==> src/rtl/core/smpq_pkg.sv <==
package smpq_pkg;

    localparam int DEF_CAPACITY      = 16;
    localparam int DEF_PRIO_WIDTH    = 16;
    localparam int DEF_PAYLOAD_WIDTH = 32;

    // command codes carried by the cmd field
    typedef enum logic [1:0] {
        CMD_CLEAR = 2'd0,
        CMD_PUT   = 2'd1,
        CMD_TAKE  = 2'd2,
        CMD_NONE  = 2'd3
    } cmd_t;

    // result status codes
    typedef enum logic [1:0] {
        ST_OK    = 2'd0,
        ST_EMPTY = 2'd1,
        ST_FULL  = 2'd2
    } status_t;

    // operation broadcast to every cell of the chain
    typedef enum logic [1:0] {
        OP_HOLD,
        OP_PUT,
        OP_TAKE,
        OP_CLEAR
    } op_t;

    // control handed from one cell to its neighbors
    typedef struct packed {
        logic occ;   // cell holds an entry
        logic keep;  // entry stays in place on a put (priority not above the new one)
    } link_t;

endpackage

==> src/rtl/core/stable_min_priority_queue_core.sv <==
// Stable minimum-priority queue built as a chain of CAPACITY cells, each
// holding one entry in ascending priority order from the head. Every input
// word (clear, put, take) is applied to all cells at once:
// on a put each cell compares its priority with the new one and either holds,
// takes the new entry, or takes its left neighbor's entry; on a take every
// cell takes its right neighbor's entry. Equal priorities leave in arrival
// order. The block accepts one input word per clock while in_ready is high and
// presents the result word in the cycle after acceptance in an output register;
// in_ready stays high while it is empty or draining, so back-to-back words flow
// at full rate whenever the result side takes every cycle. A take from an empty
// queue reports status 1 and a put into a full queue reports status 2; neither
// changes the contents. No clearing pass is needed after reset.
module stable_min_priority_queue_core #(
    parameter int CAPACITY      = smpq_pkg::DEF_CAPACITY,
    parameter int PRIO_WIDTH    = smpq_pkg::DEF_PRIO_WIDTH,
    parameter int PAYLOAD_WIDTH = smpq_pkg::DEF_PAYLOAD_WIDTH
) (
    input  logic                             clk,
    input  logic                             rst_n,
    input  logic                             in_valid,
    output logic                             in_ready,
    input  logic [1:0]                       cmd,
    input  logic [PRIO_WIDTH-1:0]            in_prio,
    input  logic [PAYLOAD_WIDTH-1:0]         in_payload,
    output logic                             res_valid,
    input  logic                             res_ready,
    output logic                             out_valid,
    output logic [PRIO_WIDTH-1:0]            out_prio,
    output logic [PAYLOAD_WIDTH-1:0]         out_payload,
    output logic [1:0]                       status,
    output logic                             is_empty,
    output logic [$clog2(CAPACITY+1)-1:0]    occupancy
);
    import smpq_pkg::*;

    localparam int CNT_W = $clog2(CAPACITY + 1);
    localparam logic [CNT_W-1:0] CAP_CNT = CNT_W'(CAPACITY);

    logic accept;
    op_t  op;

    // count of stored entries
    logic [CNT_W-1:0] count_reg;
    logic [CNT_W-1:0] count_next;

    // result register
    logic                     res_valid_reg;
    logic                     res_valid_next;
    logic                     out_valid_reg;
    logic                     out_valid_next;
    logic [PRIO_WIDTH-1:0]    out_prio_reg;
    logic [PRIO_WIDTH-1:0]    out_prio_next;
    logic [PAYLOAD_WIDTH-1:0] out_payload_reg;
    logic [PAYLOAD_WIDTH-1:0] out_payload_next;
    status_t                  status_reg;
    status_t                  status_next;

    // chain wiring: index i is cell i; the ends are tied off inside the cell loop
    link_t                    cell_link    [CAPACITY];
    logic [PRIO_WIDTH-1:0]    cell_prio    [CAPACITY];
    logic [PAYLOAD_WIDTH-1:0] cell_payload [CAPACITY];

    // take a new word while the result register is free or draining
    assign in_ready = !res_valid_reg || res_ready;
    assign accept   = in_valid && in_ready;

    // decode the command into a chain operation and the result status
    always_comb
    begin
        op               = OP_HOLD;
        count_next       = count_reg;
        status_next      = ST_OK;
        out_valid_next   = 1'b0;
        out_prio_next    = '0;
        out_payload_next = '0;
        if (accept)
        begin
            unique case (cmd_t'(cmd))
                CMD_CLEAR:
                begin
                    op         = OP_CLEAR;
                    count_next = '0;
                end
                CMD_PUT:
                begin
                    if (count_reg == CAP_CNT)
                        status_next = ST_FULL;
                    else
                    begin
                        op         = OP_PUT;
                        count_next = count_reg + 1'b1;
                    end
                end
                CMD_TAKE:
                begin
                    if (count_reg == '0)
                        status_next = ST_EMPTY;
                    else
                    begin
                        op               = OP_TAKE;
                        count_next       = count_reg - 1'b1;
                        out_valid_next   = 1'b1;
                        out_prio_next    = cell_prio[0];
                        out_payload_next = cell_payload[0];
                    end
                end
                CMD_NONE:
                begin
                end
                default:
                begin
                end
            endcase
        end
    end

    // hold the result until taken, load a new one on accept
    always_comb
    begin
        priority if (accept)
            res_valid_next = 1'b1;
        else if (res_ready)
            res_valid_next = 1'b0;
        else
            res_valid_next = res_valid_reg;
    end

    always_ff @(posedge clk or negedge rst_n)
    begin
        if (!rst_n)
        begin
            count_reg     <= '0;
            res_valid_reg <= 1'b0;
        end
        else
        begin
            count_reg     <= count_next;
            res_valid_reg <= res_valid_next;
        end
    end

    always_ff @(posedge clk)
    begin
        if (accept)
        begin
            out_valid_reg   <= out_valid_next;
            out_prio_reg    <= out_prio_next;
            out_payload_reg <= out_payload_next;
            status_reg      <= status_next;
        end
    end

    // occupancy and empty flag reflect the count after the word just taken
    logic [CNT_W-1:0] res_count_reg;

    always_ff @(posedge clk)
    begin
        if (accept)
            res_count_reg <= count_next;
    end

    assign res_valid   = res_valid_reg;
    assign out_valid   = out_valid_reg;
    assign out_prio    = out_prio_reg;
    assign out_payload = out_payload_reg;
    assign status      = status_reg;
    assign occupancy   = res_count_reg;
    assign is_empty    = (res_count_reg == '0);

    // the chain of cells
    for (genvar i = 0; i < CAPACITY; i++)
    begin : g_cell
        link_t                    l_link;
        logic [PRIO_WIDTH-1:0]    l_prio;
        logic [PAYLOAD_WIDTH-1:0] l_payload;
        link_t                    r_link;
        logic [PRIO_WIDTH-1:0]    r_prio;
        logic [PAYLOAD_WIDTH-1:0] r_payload;

        if (i == 0)
        begin : g_head
            // head cell: a non-keeping head always takes the new entry
            assign l_link    = '{occ: 1'b1, keep: 1'b1};
            assign l_prio    = '0;
            assign l_payload = '0;
        end
        else
        begin : g_mid
            assign l_link    = cell_link[i-1];
            assign l_prio    = cell_prio[i-1];
            assign l_payload = cell_payload[i-1];
        end

        if (i == CAPACITY - 1)
        begin : g_tail
            // tail cell empties on a take
            assign r_link    = '{occ: 1'b0, keep: 1'b0};
            assign r_prio    = '0;
            assign r_payload = '0;
        end
        else
        begin : g_body
            assign r_link    = cell_link[i+1];
            assign r_prio    = cell_prio[i+1];
            assign r_payload = cell_payload[i+1];
        end

        smpq_cell #(
            .PRIO_WIDTH    (PRIO_WIDTH),
            .PAYLOAD_WIDTH (PAYLOAD_WIDTH)
        ) u_cell (
            .clk           (clk),
            .rst_n         (rst_n),
            .op            (op),
            .new_prio      (in_prio),
            .new_payload   (in_payload),
            .left_link     (l_link),
            .left_prio     (l_prio),
            .left_payload  (l_payload),
            .right_link    (r_link),
            .right_prio    (r_prio),
            .right_payload (r_payload),
            .link          (cell_link[i]),
            .prio          (cell_prio[i]),
            .payload       (cell_payload[i])
        );
    end

endmodule

==> src/rtl/core/smpq_cell.sv <==
module smpq_cell #(
    parameter int PRIO_WIDTH    = smpq_pkg::DEF_PRIO_WIDTH,
    parameter int PAYLOAD_WIDTH = smpq_pkg::DEF_PAYLOAD_WIDTH
) (
    input  logic                     clk,
    input  logic                     rst_n,
    input  smpq_pkg::op_t            op,
    input  logic [PRIO_WIDTH-1:0]    new_prio,
    input  logic [PAYLOAD_WIDTH-1:0] new_payload,
    input  smpq_pkg::link_t          left_link,
    input  logic [PRIO_WIDTH-1:0]    left_prio,
    input  logic [PAYLOAD_WIDTH-1:0] left_payload,
    input  smpq_pkg::link_t          right_link,
    input  logic [PRIO_WIDTH-1:0]    right_prio,
    input  logic [PAYLOAD_WIDTH-1:0] right_payload,
    output smpq_pkg::link_t          link,
    output logic [PRIO_WIDTH-1:0]    prio,
    output logic [PAYLOAD_WIDTH-1:0] payload
);
    import smpq_pkg::*;

    logic                     occ_reg;
    logic                     occ_next;
    logic [PRIO_WIDTH-1:0]    prio_reg;
    logic [PRIO_WIDTH-1:0]    prio_next;
    logic [PAYLOAD_WIDTH-1:0] payload_reg;
    logic [PAYLOAD_WIDTH-1:0] payload_next;

    assign link.occ  = occ_reg;
    assign link.keep = occ_reg & (prio_reg <= new_prio);
    assign prio      = prio_reg;
    assign payload   = payload_reg;

    always_comb
    begin
        occ_next     = occ_reg;
        prio_next    = prio_reg;
        payload_next = payload_reg;
        unique case (op)
            OP_HOLD:
            begin
            end
            OP_CLEAR:
            begin
                occ_next = 1'b0;
            end
            OP_TAKE:
            begin
                // advance everything one cell toward the head
                occ_next     = right_link.occ;
                prio_next    = right_prio;
                payload_next = right_payload;
            end
            OP_PUT:
            begin
                if (link.keep)
                begin
                end
                else if (left_link.keep)
                begin
                    occ_next     = 1'b1;
                    prio_next    = new_prio;
                    payload_next = new_payload;
                end
                else if (left_link.occ)
                begin
                    occ_next     = 1'b1;
                    prio_next    = left_prio;
                    payload_next = left_payload;
                end
            end
            default:
            begin
            end
        endcase
    end

    always_ff @(posedge clk or negedge rst_n)
    begin
        if (!rst_n)
            occ_reg <= 1'b0;
        else
            occ_reg <= occ_next;
    end

    always_ff @(posedge clk)
    begin
        prio_reg    <= prio_next;
        payload_reg <= payload_next;
    end

endmodule

==> config.mk <==
export PLATFORM = sky130hd
export DESIGN_NAME = stable_min_priority_queue_core
export DESIGN_NICKNAME = d
export VERILOG_FILES = /design/src/rtl/core/smpq_pkg.sv /design/src/rtl/core/stable_min_priority_queue_core.sv /design/src/rtl/core/smpq_cell.sv
export SDC_FILE = /design/constraint.sdc
export NUM_CORES = 2
export LEC_CHECK = 0
export ABC_AREA = 1
export ABC_CLOCK_PERIOD_IN_PS = 11150
export BUFFER_PORTS_ARGS = -buffer_cell sky130_fd_sc_hd__buf_2
export CAP_MARGIN = 10
export CELL_PAD_IN_SITES_DETAIL_PLACEMENT = 0
export CELL_PAD_IN_SITES_GLOBAL_PLACEMENT = 2
export CORE_MARGIN = 2
export CORE_UTILIZATION = 42
export DETAILED_ROUTE_END_ITERATION = 8
export PLACE_DENSITY = 0.94
export SLEW_MARGIN = 15
export SYNTH_ARGS = -nofsm -noshare
export SYNTH_HDL_FRONTEND = slang
export SYNTH_SLANG_ARGS = --single-unit
==> constraint.sdc <==
create_clock -name clk -period 11.15 [get_ports clk]
set_input_delay 2.7875 -clock clk [delete_from_list [all_inputs] [get_ports clk]]
set_output_delay 2.7875 -clock clk [all_outputs]
set_load 0.01 [all_outputs]
==> flow_metrics.tcl <==
set metrics [dict create \
    min-delay-start "res_valid" \
    port_buffers 112 \
    htreeDepth 3 \
    grt_max_degree 265 \
    nets 6435 \
    fmax_mhz 146 \
    grt_usage_pct 28.9 \
    grt.overflow.total 0 \
    finalHoldViolCount 0 \
    drc 0 \
    reg2reg_to "g_cell[12].u_cell.prio[6]" \
    netlist_area_um2 51700 \
    fillCellCount 12100 \
    start_kind "input pin" \
    rsz0062_at_grt "false" \
    ir_drop_mv 0.116 \
    period_needed_ps 6870 \
    post-synth-top-area-cell "edfxtp_1" \
    status "complete, no violations" \
    worstHoldPathType "flop to flop" \
    design.core.area_um2 122000 \
    wl_per_cell_um 23.7 \
    path_common_cell "buf_4" \
    wirelength_um 185000 \
    powerDensity_nw_per_um2 162 \
    num_rows 128 \
    yosysTopAreaCellShare_pct 47.9 \
    postCtsSetupBuffers 0 \
    chipWidth_um 355 \
    fin_area_um2 56000 \
    placed_cell_area_um2 52900 \
    period_share_pct 61.6 \
    holdPathEnd "res_valid" \
    dpl.cell_count 7641 \
    synth.distinct_cells 31 \
    largest_reg_flops 512 \
    drtIter0Drc 5110 \
    gp_congestion 0.863 \
    drtAntennaViolNets 0 \
    r2r_slack_ps 6110 \
    vias 45500 \
    insertedDiodeCount 0 \
    layout.cells.non_filler 7817 \
    cp_max_fo 95 \
    clkSlewWorstSetupHoldPaths_ps 60 \
    dr.pass1.iters 6 \
    via_per_inst 5.82 \
    avgSynthCellArea_um2 8.22 \
    cts_sinks 846 \
    crit_type "input pin to flop" \
    syn_to_final_growth_pct 8.28 \
    ys_ff_latch 846 \
    max_stage_delay_ps 850 \
    synth_warnings 0 \
    grt_pass1_vias 44200 \
    initial_core_util_pct 42.4 \
    critPathArrivalTime_ps 7260 \
    startpoint "cmd[0]" \
    pin_count 113 \
    dieArea_um2 126000 \
    reg2reg_depth 10 \
    synth_seq_area_share_pct 48.9 \
    syn-instance-count 6288 \
    worstHoldPathCells 2 \
    root_buffer "clkbuf_16" \
    cts_resized 0 \
    worst_pin_slew_ps 1220 \
    max-slew-margin-rel_pct 18.9 \
    synth_nets 6608 \
    grt_first_pass_wirelength_um 279000 \
    synthTopCellsByArea "edfxtp_1 (48%), nand3_1 (13%), nand2_1 (11%)" \
    fin_skew_ps 24.4 \
    tns_ps 0 \
    setup_violations 0 \
    drv_slew 0 \
    path_cells "buf_2, ha_1, nor2_1, inv_1, a21oi_1, ha_4, buf_4, buf_4, buf_4, o21ai_0" \
    cts_hold_buf 0 \
    crit_slowest_cell "buf_4" \
    cts_tree "built" \
    cts_buffer_depth 3 \
    drive_gt1_share_pct 6.91 \
    cap_viol_max_count 0 \
    chipHeight_um 355 \
    r2r-start "res_valid" \
    numCtsBuffers 97 \
    clock_latency_ps 700 \
    crit_family "buffers and inverters" \
    worstSetupEndpointType "flop" \
    leakagePower_nw 23.5 \
    crit_required_ps 11550 \
    grt_antenna_before_repair 0 \
    cp_num_buf_inv 5 \
    hpwl_um 113000 \
    power_mw 9.04 \
]
worst register-to-register path: stages (launching register included):
cell and delay [ps]:
dfrtp_1 370, nand2_1 90, nand2_1 100, nor2_1 430, inv_1 140, a21oi_1 280
ha_4 740, buf_4 670, buf_4 740, buf_4 890, o21ai_0 280
power breakdown:
part | switching (mW) | internal, mW
registers | 0.152 | 3.91
clock network | 1.39 | 1.80
logic | 1.34 | 0.446
layer usage:
layer | vias to the layer above | GRT usage [%] | share of wire, %
met5 | - | 0 | 0
met4 | 0 | 10.9 | 4.1
met3 | 387 | 3.85 | 8.2
met2 | 2176 | 47.5 | 46
met1 | 22100 | 39.0 | 41
li1 | 20900 | - | -
metrics by stage:
| step | setup slack, ps | util (%) | hold slack (ps) |
|---|---|---|---|
| final | 4280 | 45.9 | 511 |
| after global routing | 3920 | 45.9 | 538 |
| after CTS | 4430 | 45.9 | 513 |
| after detailed placement | 3670 | 43.4 | 498 |
| after global placement | 3810 | 43.4 | 501 |
| after floorplan | 4020 | - | 485 |
cell usage in the layout, fill, tap and decap left out, drive strengths merged, types with 3 or more instances in the layout:
master	count
a21o	15
a21oi	222
buf	199
bufinv	6
clkbuf	135
clkinv	30
dfrtp	22
edfxtp	824
ha	266
inv	718
nand2	1483
nand3	1305
nand4	22
nor2	244
nor3	18
o21ai	654
or2	15
xnor2	3
cells by family after synthesis:
logic type               after synthesis  share of synthesized area [%]
buffers and inverters               1185                           9.59
AO/OA/AOI/OAI                        897                           8.79
XOR/XNOR                               5                         0.0848
AND/OR/NAND/NOR                     3089                           26.1
flip-flops                           846                           48.9
adder cells (fa/ha/maj)              266                           6.44
worst max path at each step:
| stage | to | slack, ps | depth (start not counted) |
|---|---|---|---|
| finish | g_cell[12].u_cell.prio[6] | 4280 | 10 |
| floorplan | g_cell[8].u_cell.payload[0] | 4020 | 15 |
| detailed placement | g_cell[4].u_cell.prio[10] | 3670 | 10 |
| CTS | g_cell[4].u_cell.prio[10] | 4430 | 10 |
| global placement | g_cell[12].u_cell.prio[12] | 3810 | 12 |
| global route | g_cell[10].u_cell.prio[15] | 3920 | 12 |
synthesized netlist by cell type, drive strengths merged:
library cell  count
clkbuf          228
buf             243
a21o             15
dfrtp            22
nand4            22
nor2            244
o21bai            2
a21oi           222
nor3             18
or2              15
nand3          1305
o21a              1
nor3b             2
o221ai            2
o21ai           654
xnor2             3
o211ai            1
inv             714
edfxtp          824
ha              266
xor2              2
nand2          1483
layout make-up:
class	count	area (um2)	share of cell area (%)
clock buffers	135	2660	4.76
clock inverters	41	394	0.704
inverters	714	2690	4.80
multi-input cells	4257	21600	38.6
flip-flops and latches	846	25300	45.3
well taps	1625	2030	3.63
repair buffers	199	1250	2.24
(Power assumes the default switching activity.)
